$ cat src/assert_macros.svh
// Assertion macros shared by the sound activity gate RTL.
// Depends on clk and arst_n being visible in the module that uses them.
`ifndef ASSERT_MACROS_SVH
`define ASSERT_MACROS_SVH
`ifndef SYNTHESIS
`define SAG_ASSERT(lbl, prop, msg) \
	lbl: assert property (@(posedge clk) disable iff (!arst_n) (prop)) else $error(msg);
`define SAG_NEVER(lbl, cond, msg) \
	lbl: assert property (@(posedge clk) disable iff (!arst_n) !(cond)) else $error(msg);
`else
`define SAG_ASSERT(lbl, prop, msg)
`define SAG_NEVER(lbl, cond, msg)
`endif
`endif

$ cat src/sag_pkg.sv
// Package for the sound activity gate: widths, codes, reset values and beat types.
// No dependencies.
`default_nettype none
package sag_pkg;
	localparam int FRAMES_W   = 9;
	localparam int ENERGY_W   = 31;
	localparam int LEVEL_W    = 16;
	localparam int INTERVAL_W = 20;
	localparam int QUIET_W    = 8;
	localparam int MODE_W     = 2;
	localparam int SAMPLES_W  = 21;
	localparam int SUM_W      = 48;
	localparam int CFG_IDX_W  = 2;
	localparam int CFG_DATA_W = 20;
	localparam int TRIG_PROD_W  = LEVEL_W + 1 + FRAMES_W;
	localparam int QUIET_PROD_W = LEVEL_W + SAMPLES_W;

	localparam int BLOCK_FRAMES_DEF = 256;

	localparam logic [MODE_W-1:0] MODE_IDLE   = 2'd0;
	localparam logic [MODE_W-1:0] MODE_GATHER = 2'd1;
	localparam logic [MODE_W-1:0] MODE_STREAM = 2'd2;

	localparam logic [CFG_IDX_W-1:0] CFG_TRIGGER_LEVEL = 2'd0;
	localparam logic [CFG_IDX_W-1:0] CFG_SEND_INTERVAL = 2'd1;
	localparam logic [CFG_IDX_W-1:0] CFG_SILENCE_LEVEL = 2'd2;
	localparam logic [CFG_IDX_W-1:0] CFG_QUIET_MAX     = 2'd3;

	localparam logic [LEVEL_W-1:0]    TRIGGER_LEVEL_RST = 16'd1000;
	localparam logic [INTERVAL_W-1:0] SEND_INTERVAL_RST = 20'd16000;
	localparam logic [LEVEL_W-1:0]    SILENCE_LEVEL_RST = 16'd500;
	localparam logic [QUIET_W-1:0]    QUIET_MAX_RST     = 8'd3;

	typedef struct packed {
		logic [FRAMES_W-1:0] frame_count;
		logic [ENERGY_W-1:0] energy_left;
		logic [ENERGY_W-1:0] energy_right;
		logic [ENERGY_W-1:0] energy_back;
		logic                muted;
	} item_t;

	typedef struct packed {
		logic [MODE_W-1:0] mode;
		logic              direction_restart;
		logic              direction_feed;
		logic              send_now;
		logic              went_idle;
	} result_t;

	typedef struct packed {
		logic [LEVEL_W-1:0]    trigger_level;
		logic [INTERVAL_W-1:0] send_interval;
		logic [LEVEL_W-1:0]    silence_level;
		logic [QUIET_W-1:0]    quiet_intervals_max;
	} cfg_t;

	typedef struct packed {
		logic [MODE_W-1:0]    mode;
		logic [SAMPLES_W-1:0] samples;
		logic [SUM_W-1:0]     sum;
		logic [QUIET_W-1:0]   quiet;
	} gate_state_t;
endpackage
`default_nettype wire

$ cat src/sag_cfg.sv
// Configuration register file of the sound activity gate.
// Depends on sag_pkg.
`default_nettype none
module sag_cfg (
	input  wire logic                            clk,
	input  wire logic                            arst_n,
	input  wire logic                            cfg_valid,
	output logic                                 cfg_ready,
	input  wire logic [sag_pkg::CFG_IDX_W-1:0]   cfg_index,
	input  wire logic [sag_pkg::CFG_DATA_W-1:0]  cfg_data,
	output sag_pkg::cfg_t                        cfg
);
	import sag_pkg::*;

	cfg_t cfg_q;

	assign cfg_ready = 1'b1;
	assign cfg = cfg_q;

	always_ff @(posedge clk or negedge arst_n) begin
		if (!arst_n) begin
			cfg_q.trigger_level       <= TRIGGER_LEVEL_RST;
			cfg_q.send_interval       <= SEND_INTERVAL_RST;
			cfg_q.silence_level       <= SILENCE_LEVEL_RST;
			cfg_q.quiet_intervals_max <= QUIET_MAX_RST;
		end else if (cfg_valid) begin
			unique case (cfg_index)
				CFG_TRIGGER_LEVEL: cfg_q.trigger_level <= cfg_data[LEVEL_W-1:0];
				CFG_SEND_INTERVAL: cfg_q.send_interval <= cfg_data[INTERVAL_W-1:0];
				CFG_SILENCE_LEVEL: cfg_q.silence_level <= cfg_data[LEVEL_W-1:0];
				CFG_QUIET_MAX:     cfg_q.quiet_intervals_max <= cfg_data[QUIET_W-1:0];
			endcase
		end
	end
endmodule
`default_nettype wire

$ cat src/sag_step.sv
// Single-pass update of the gate: trigger test, accumulation, send and hangover.
// Depends on sag_pkg.
`default_nettype none
module sag_step #(
	parameter int BLOCK_FRAMES = sag_pkg::BLOCK_FRAMES_DEF
) (
	input  wire sag_pkg::item_t       item,
	input  wire sag_pkg::gate_state_t cur,
	input  wire sag_pkg::cfg_t        cfg,
	output sag_pkg::gate_state_t      nxt,
	output sag_pkg::result_t          res
);
	import sag_pkg::*;

	logic [FRAMES_W-1:0]     frames;
	logic [ENERGY_W-1:0]     peak_lr;
	logic [ENERGY_W-1:0]     peak;
	logic [LEVEL_W:0]        level_p1;
	logic [TRIG_PROD_W-1:0]  trig_prod;
	logic                    trigger;
	logic [SUM_W:0]          sum_add;
	logic [SUM_W-1:0]        sum_sat;
	logic [SAMPLES_W-1:0]    samples_add;
	logic [QUIET_PROD_W-1:0] quiet_prod;
	logic                    quiet;
	logic                    send_due;
	logic [QUIET_W-1:0]      quiet_inc;

	always_comb begin
		// clamp to the block size
		frames = (32'(item.frame_count) > 32'(BLOCK_FRAMES)) ?
			FRAMES_W'(BLOCK_FRAMES) : item.frame_count;
		peak_lr = (item.energy_right > item.energy_left) ? item.energy_right : item.energy_left;
		peak = (item.energy_back > peak_lr) ? item.energy_back : peak_lr;

		// floor(peak / frames) > level  <=>  peak >= (level + 1) * frames
		level_p1 = (LEVEL_W+1)'(cfg.trigger_level) + (LEVEL_W+1)'(1);
		trig_prod = TRIG_PROD_W'(level_p1) * TRIG_PROD_W'(frames);
		trigger = (frames != '0) && (peak >= ENERGY_W'(trig_prod));

		sum_add = {1'b0, cur.sum} + (SUM_W+1)'(peak);
		sum_sat = sum_add[SUM_W] ? {SUM_W{1'b1}} : sum_add[SUM_W-1:0];
		samples_add = cur.samples + SAMPLES_W'(frames);
		send_due = samples_add >= SAMPLES_W'(cfg.send_interval);

		// floor(sum / n) < level  <=>  sum < level * n
		quiet_prod = QUIET_PROD_W'(cfg.silence_level) * QUIET_PROD_W'(samples_add);
		quiet = sum_sat < SUM_W'(quiet_prod);
		quiet_inc = (cur.quiet == {QUIET_W{1'b1}}) ? cur.quiet : cur.quiet + QUIET_W'(1);

		nxt = cur;
		res.direction_restart = 1'b0;
		res.direction_feed    = 1'b0;
		res.send_now          = 1'b0;
		res.went_idle         = 1'b0;

		if (!item.muted) begin
			if (cur.mode == MODE_IDLE) begin
				if (trigger) begin
					nxt.mode    = MODE_GATHER;
					nxt.samples = SAMPLES_W'(frames);
					nxt.sum     = SUM_W'(peak);
					res.direction_restart = 1'b1;
					res.direction_feed    = 1'b1;
				end
			end else begin
				res.direction_feed = 1'b1;
				nxt.sum     = sum_sat;
				nxt.samples = samples_add;
				if (send_due) begin
					res.send_now = 1'b1;
					nxt.mode    = MODE_STREAM;
					nxt.samples = '0;
					nxt.sum     = '0;
					if (quiet) begin
						nxt.quiet = quiet_inc;
						if (quiet_inc >= cfg.quiet_intervals_max) begin
							nxt.mode  = MODE_IDLE;
							nxt.quiet = '0;
							res.went_idle = 1'b1;
						end
					end else begin
						nxt.quiet = '0;
					end
				end
			end
		end
		res.mode = nxt.mode;
	end
endmodule
`default_nettype wire

$ cat src/sound_activity_gate.sv
// Sound activity gate: an accepted item reaches its result beat through the input
// register, the update logic and the result register, which form the only path;
// one item per cycle sustained while results are taken. A stalled result holds the
// input register, which then holds off new items. Reset clears mode, counters, sum
// and configuration to their defaults.
// Depends on sag_pkg, sag_cfg, sag_step and assert_macros.svh.
`default_nettype none
`include "assert_macros.svh"
module sound_activity_gate #(
	parameter int BLOCK_FRAMES = sag_pkg::BLOCK_FRAMES_DEF
) (
	input  wire logic                            clk,
	input  wire logic                            arst_n,
	input  wire logic                            item_valid,
	output logic                                 item_ready,
	input  wire sag_pkg::item_t                  item,
	output logic                                 res_valid,
	input  wire logic                            res_ready,
	output sag_pkg::result_t                     res,
	input  wire logic                            cfg_valid,
	output logic                                 cfg_ready,
	input  wire logic [sag_pkg::CFG_IDX_W-1:0]   cfg_index,
	input  wire logic [sag_pkg::CFG_DATA_W-1:0]  cfg_data
);
	import sag_pkg::*;

	cfg_t        cfg;
	item_t       item_s1;
	logic        valid_s1;
	gate_state_t state_q;
	gate_state_t state_nxt;
	result_t     res_nxt;
	result_t     res_q;
	logic        res_valid_q;
	logic        advance;

	sag_cfg u_cfg (
		.clk       (clk),
		.arst_n    (arst_n),
		.cfg_valid (cfg_valid),
		.cfg_ready (cfg_ready),
		.cfg_index (cfg_index),
		.cfg_data  (cfg_data),
		.cfg       (cfg)
	);

	sag_step #(
		.BLOCK_FRAMES (BLOCK_FRAMES)
	) u_step (
		.item (item_s1),
		.cur  (state_q),
		.cfg  (cfg),
		.nxt  (state_nxt),
		.res  (res_nxt)
	);

	assign advance    = valid_s1 && (!res_valid_q || res_ready);
	assign item_ready = !valid_s1 || advance;
	assign res_valid  = res_valid_q;
	assign res        = res_q;

	always_ff @(posedge clk or negedge arst_n) begin
		if (!arst_n) begin
			valid_s1    <= 1'b0;
			res_valid_q <= 1'b0;
			state_q     <= '{mode: MODE_IDLE, samples: '0, sum: '0, quiet: '0};
		end else begin
			valid_s1    <= (item_valid && item_ready) || (valid_s1 && !advance);
			res_valid_q <= advance || (res_valid_q && !res_ready);
			if (advance) begin
				state_q <= state_nxt;
			end
		end
	end

	always_ff @(posedge clk) begin
		if (item_valid && item_ready) begin
			item_s1 <= item;
		end
		if (advance) begin
			res_q <= res_nxt;
		end
	end

	`SAG_ASSERT(a_idle_after_send, (res_valid && res.went_idle) |-> (res.send_now && res.mode == MODE_IDLE), "went_idle without send or idle mode")
	`SAG_ASSERT(a_restart_gathers, (res_valid && res.direction_restart) |-> (res.direction_feed && res.mode == MODE_GATHER), "restart beat not gathering")
	`SAG_ASSERT(a_idle_holds, (advance && state_q.mode == MODE_IDLE && !res_nxt.direction_restart) |=> (state_q.mode == MODE_IDLE), "left idle without trigger")
	`SAG_NEVER(a_muted_quiet, advance && item_s1.muted && (res_nxt.direction_feed || res_nxt.send_now), "muted block raised a strobe")
endmodule
`default_nettype wire
$ cat config.mk
export PLATFORM = sky130hd
export DESIGN_NAME = sound_activity_gate
export DESIGN_NICKNAME = d
export VERILOG_FILES = /design/src/sag_pkg.sv /design/src/sag_cfg.sv /design/src/sag_step.sv /design/src/sound_activity_gate.sv
export VERILOG_INCLUDE_DIRS = /design/src /design/src/src
export SDC_FILE = /design/constraint.sdc
export NUM_CORES = 2
export LEC_CHECK = 0
export BUFFER_PORTS_ARGS = -buffer_cell sky130_fd_sc_hd__buf_2
export CAP_MARGIN = 0
export CELL_PAD_IN_SITES_DETAIL_PLACEMENT = 2
export CELL_PAD_IN_SITES_GLOBAL_PLACEMENT = 2
export CORE_ASPECT_RATIO = 0.75
export CORE_MARGIN = 2
export CORE_UTILIZATION = 38
export DETAILED_ROUTE_END_ITERATION = 16
export PLACE_DENSITY = 0.91
export RECOVER_POWER = 25
export SKIP_LAST_GASP = 1
export SYNTH_ARGS = -nofsm -noshare
export SYNTH_HDL_FRONTEND = slang
export SYNTH_HIERARCHICAL = 1
export SYNTH_SLANG_ARGS = --single-unit
$ cat constraint.sdc
create_clock -name clk -period 11.75 [get_ports clk]
set_input_delay 3.525 -clock clk [delete_from_list [all_inputs] [get_ports clk]]
set_output_delay 3.525 -clock clk [all_outputs]
set_load 0.1 [all_outputs]
==> impl_metrics.py <==
metrics = {
    "critical_path": {
        "cpPeakStageDelay_ps": 810,
        "critPathArrivalTime_ps": 13440,
        "cp-start-kind": "register",
        "cp_slowest_cell": "fa_1",
        "required_ps": 12280,
        "cpMostUsedCell": "inv_1",
        "cp-end-kind": "register",
        "critPathKind": "register to register",
        "crit_fanout": 8,
    },
    "die": {
        "fp-row-count": 93,
        "ios": 139,
        "core_area_um2": 86200,
        "dieArea_um2": 89700,
        "die_w_um": 345,
        "dieHeight_um": 260,
        "start_util_pct": 38.5,
    },
    "sta": {
        "fmax_mhz": 77.5,
        "setup_violations": 65,
        "rsz0062_at_grt": "true",
        "maxSlewHeadroom_pct": -250,
        "min_period_ps": 12910,
        "hold_viol_final": 0,
        "worstMarginPinSlew_ps": 5250,
        "fin_crit_sh_pct": 110,
        "final-max-slew-violation-count": 95,
        "setup_ws_ps": -1160,
        "clock_skew_ps": 51.2,
    },
    "synthesis": {
        "yosys.area_share.simple_pct": 14.9,
        "synth_top_family_by_area": "adder cells",
        "syn_inst": 3503,
        "synth_area_leaders": "fa_1 (22%), ha_1 (13%), edfxtp_1 (9.9%), dfrtp_1 (9.1%), inv_1 (5.9%)",
        "synth_top_flop_cell": "dfrtp_1",
        "syn_area_um2": 33200,
        "syn_nets": 4353,
        "synthXorXnorAreaFrac_pct": 3.35,
        "yosys.area.top_type": "fa_1",
        "synth-seq-cells": 250,
        "synth_compound_area_share_pct": 10.9,
        "synth-seq-area-share_pct": 20.6,
        "synth_mux_area_share_pct": 6.68,
        "synthTopCellsByCount": "inv_1 (520), nand2_1 (419), fa_1 (372), ha_1 (348), and2_1 (179)",
        "yosysMostFrequentCell": "inv_1",
        "synth_fa_ha_area_share_pct": 35.6,
        "synth_edf_count": 109,
        "synth.distinct_cells": 91,
        "async_flop_share_pct": 56.4,
        "yosysWarnings": 6,
        "avgSynthCellArea_um2": 9.47,
        "yosysTopAreaCellShare_pct": 22.4,
    },
    "cts": {
        "root_buffer": "clkbuf_16",
        "cts-buffers-inserted": 30,
        "cts_tree": "yes",
        "ctsHoldBuffers": 0,
        "clk_latency_ps": 670,
        "clockBufferDepth": 3,
        "clkSinkCount": 250,
        "clkTransAtPathRegs_ps": 80,
        "h-tree-depth": 1,
    },
    "global_route": {
        "grt_util_all_layers_pct": 38.5,
        "grt_pass1_wl_um": 256000,
        "grt_overflow": 0,
        "grt_pass1_vias": 36800,
        "antenna_found_initial": 43,
        "grt_max_degree": 76,
    },
    "finish": {
        "stdcell_count": 4916,
        "multi_input_area_um2": 25000,
        "drive_gt1_share_pct": 19.8,
        "layout.area.seq_um2": 6830,
        "nNetsFinal": 4583,
        "fillCellCount": 9023,
        "areaGrowthSynthToFinish_pct": 16.6,
    },
    "placed_design": {
        "gp_congestion": 0.894,
        "dp.cells": 4754,
        "hpwlAfterDp_um": 111000,
        "io_buffers": 137,
    },
    "min_path": {
        "hp-class": "register to register",
    },
    "detailed_routing": {
        "routed_via_density": 7.03,
        "ant_nets": 0,
        "dr_total_vias": 34600,
        "firstDrtPassIters": 6,
        "drc_errors": 0,
        "routedWlPerCell_um": 41.4,
        "routed_wl_um": 204000,
        "first_iter_violations": 4474,
    },
    "status": {
        "run_status": "complete, but fails checks",
        "violations": "max-capacitance violations, max-slew violations, negative setup slack",
    },
    "run": {
        "drv_cap": 2,
    },
}
==> cell families after synthesis <==
family | count (synthesis)
other cells | 1
simple gates | 1016
buf+inv | 661
fa+ha+maj | 721
compound gates | 525
flops | 250
xor+xnor | 127
mux | 202
==> layer usage <==
layer | part of all wire (%) | GRT usage (%) | vias up
li1 | - | - | 12200
met1 | 32 | 41.1 | 17100
met2 | 43 | 64.1 | 3473
met3 | 12 | 11.2 | 1730
met4 | 12 | 30.9 | 42
met5 | 0.26 | 0 | -
==> layout by cell type, fill, tap and decap left out, types with 11 or more instances in the layout <==
cell type    n
a22o_1      12
and3_1      31
o21a_1      11
clkbuf_16   34
a21oi_1    127
a21o_1      95
nand2_1    405
fa_2        24
xnor2_1     57
nand3_1     54
buf_2      101
o21ai_1     20
nand4_1     38
xor2_1      45
diode_2     19
inv_2       30
o21ai_0     50
and2_1     174
buf_4      161
buf_6       20
nor2_1     124
clkbuf_1    44
nor3_1      29
ha_4        20
a221o_1     40
a211oi_1    14
nor2b_1     29
dfrtp_1    120
nand2b_1    30
edfxtp_1   109
mux2_2     138
ha_1       325
o21bai_1    13
a31oi_1     15
mux2i_1     52
inv_1      491
fa_1       348
dfstp_2     20
==> worst max-delay path: cells and delay by family, from the launching register on <==
kind            cells  cell delay, ps
simple gates       14            3010
xor+xnor            1             270
fa+ha+maj          10            4730
flops               1             440
compound gates     13            2730
buf+inv            10            1240
mux                 1             320
==> stage by stage <==
| step | setup WS (ps) | cell area (um^2) | TNS, ps | hold WS, ps | util (%) |
|---|---|---|---|---|---|
| 2_1_floorplan | 27.2 | 33200 | 0 | 477 | - |
| 3_3_place_gp | 157 | 35600 | 0 | 489 | 41.2 |
| 3_5_place_dp | -850 | 35600 | -8280 | 502 | 41.2 |
| 4_1_cts | -26.1 | 37200 | -30.1 | 514 | 43.2 |
| 5_1_grt | -970 | 38600 | -23670 | 539 | 44.8 |
| 6_report | -1160 | 38700 | -21960 | 508 | 44.8 |
==> sequential cells by signal (all words and copies together), names as in the netlist <==
name,cells
item_s1,103
state_q,79
u_cfg/cfg,60
res,6
res_valid,1
valid_s1,1
==> repair_timing <==
action / CTS / global route
pin swaps: 25 / 160
buffers inserted: 26 / 60
gates cloned: 1 / 3
resized for setup: 83 / 224
setup endpoints to repair: 11 / 79
==> area by class of cell <==
cell class | count | area share [%]
diodes | 19 | 0.123
clock inverters | 14 | 0.447
clock buffers | 42 | 2.22
flip-flops and latches | 250 | 17.7
well taps | 1140 | 3.69
repair buffers | 333 | 6.11
multi-input cells | 2592 | 64.6
inverters | 526 | 5.12
==> final timing paths <==
check,slack [ps],end,cells after the start,startpoint
worst min-delay path,510,u_cfg/cfg[2],1,u_cfg/cfg[2]
max in group asynchronous,3810,u_cfg/cfg[40],2,arst_n
worst min register to register,510,u_cfg/cfg[2],1,u_cfg/cfg[2]
worst max-delay path,-1160,state_q[3],49,item_s1[102]
min in group asynchronous,4780,state_q[19],1,arst_n
worst max register to register,-1160,state_q[3],49,item_s1[102]
Power is left out: the tool's default activity adds up to more than one toggle a clock period on the data nets, which glitch-free logic cannot reach.
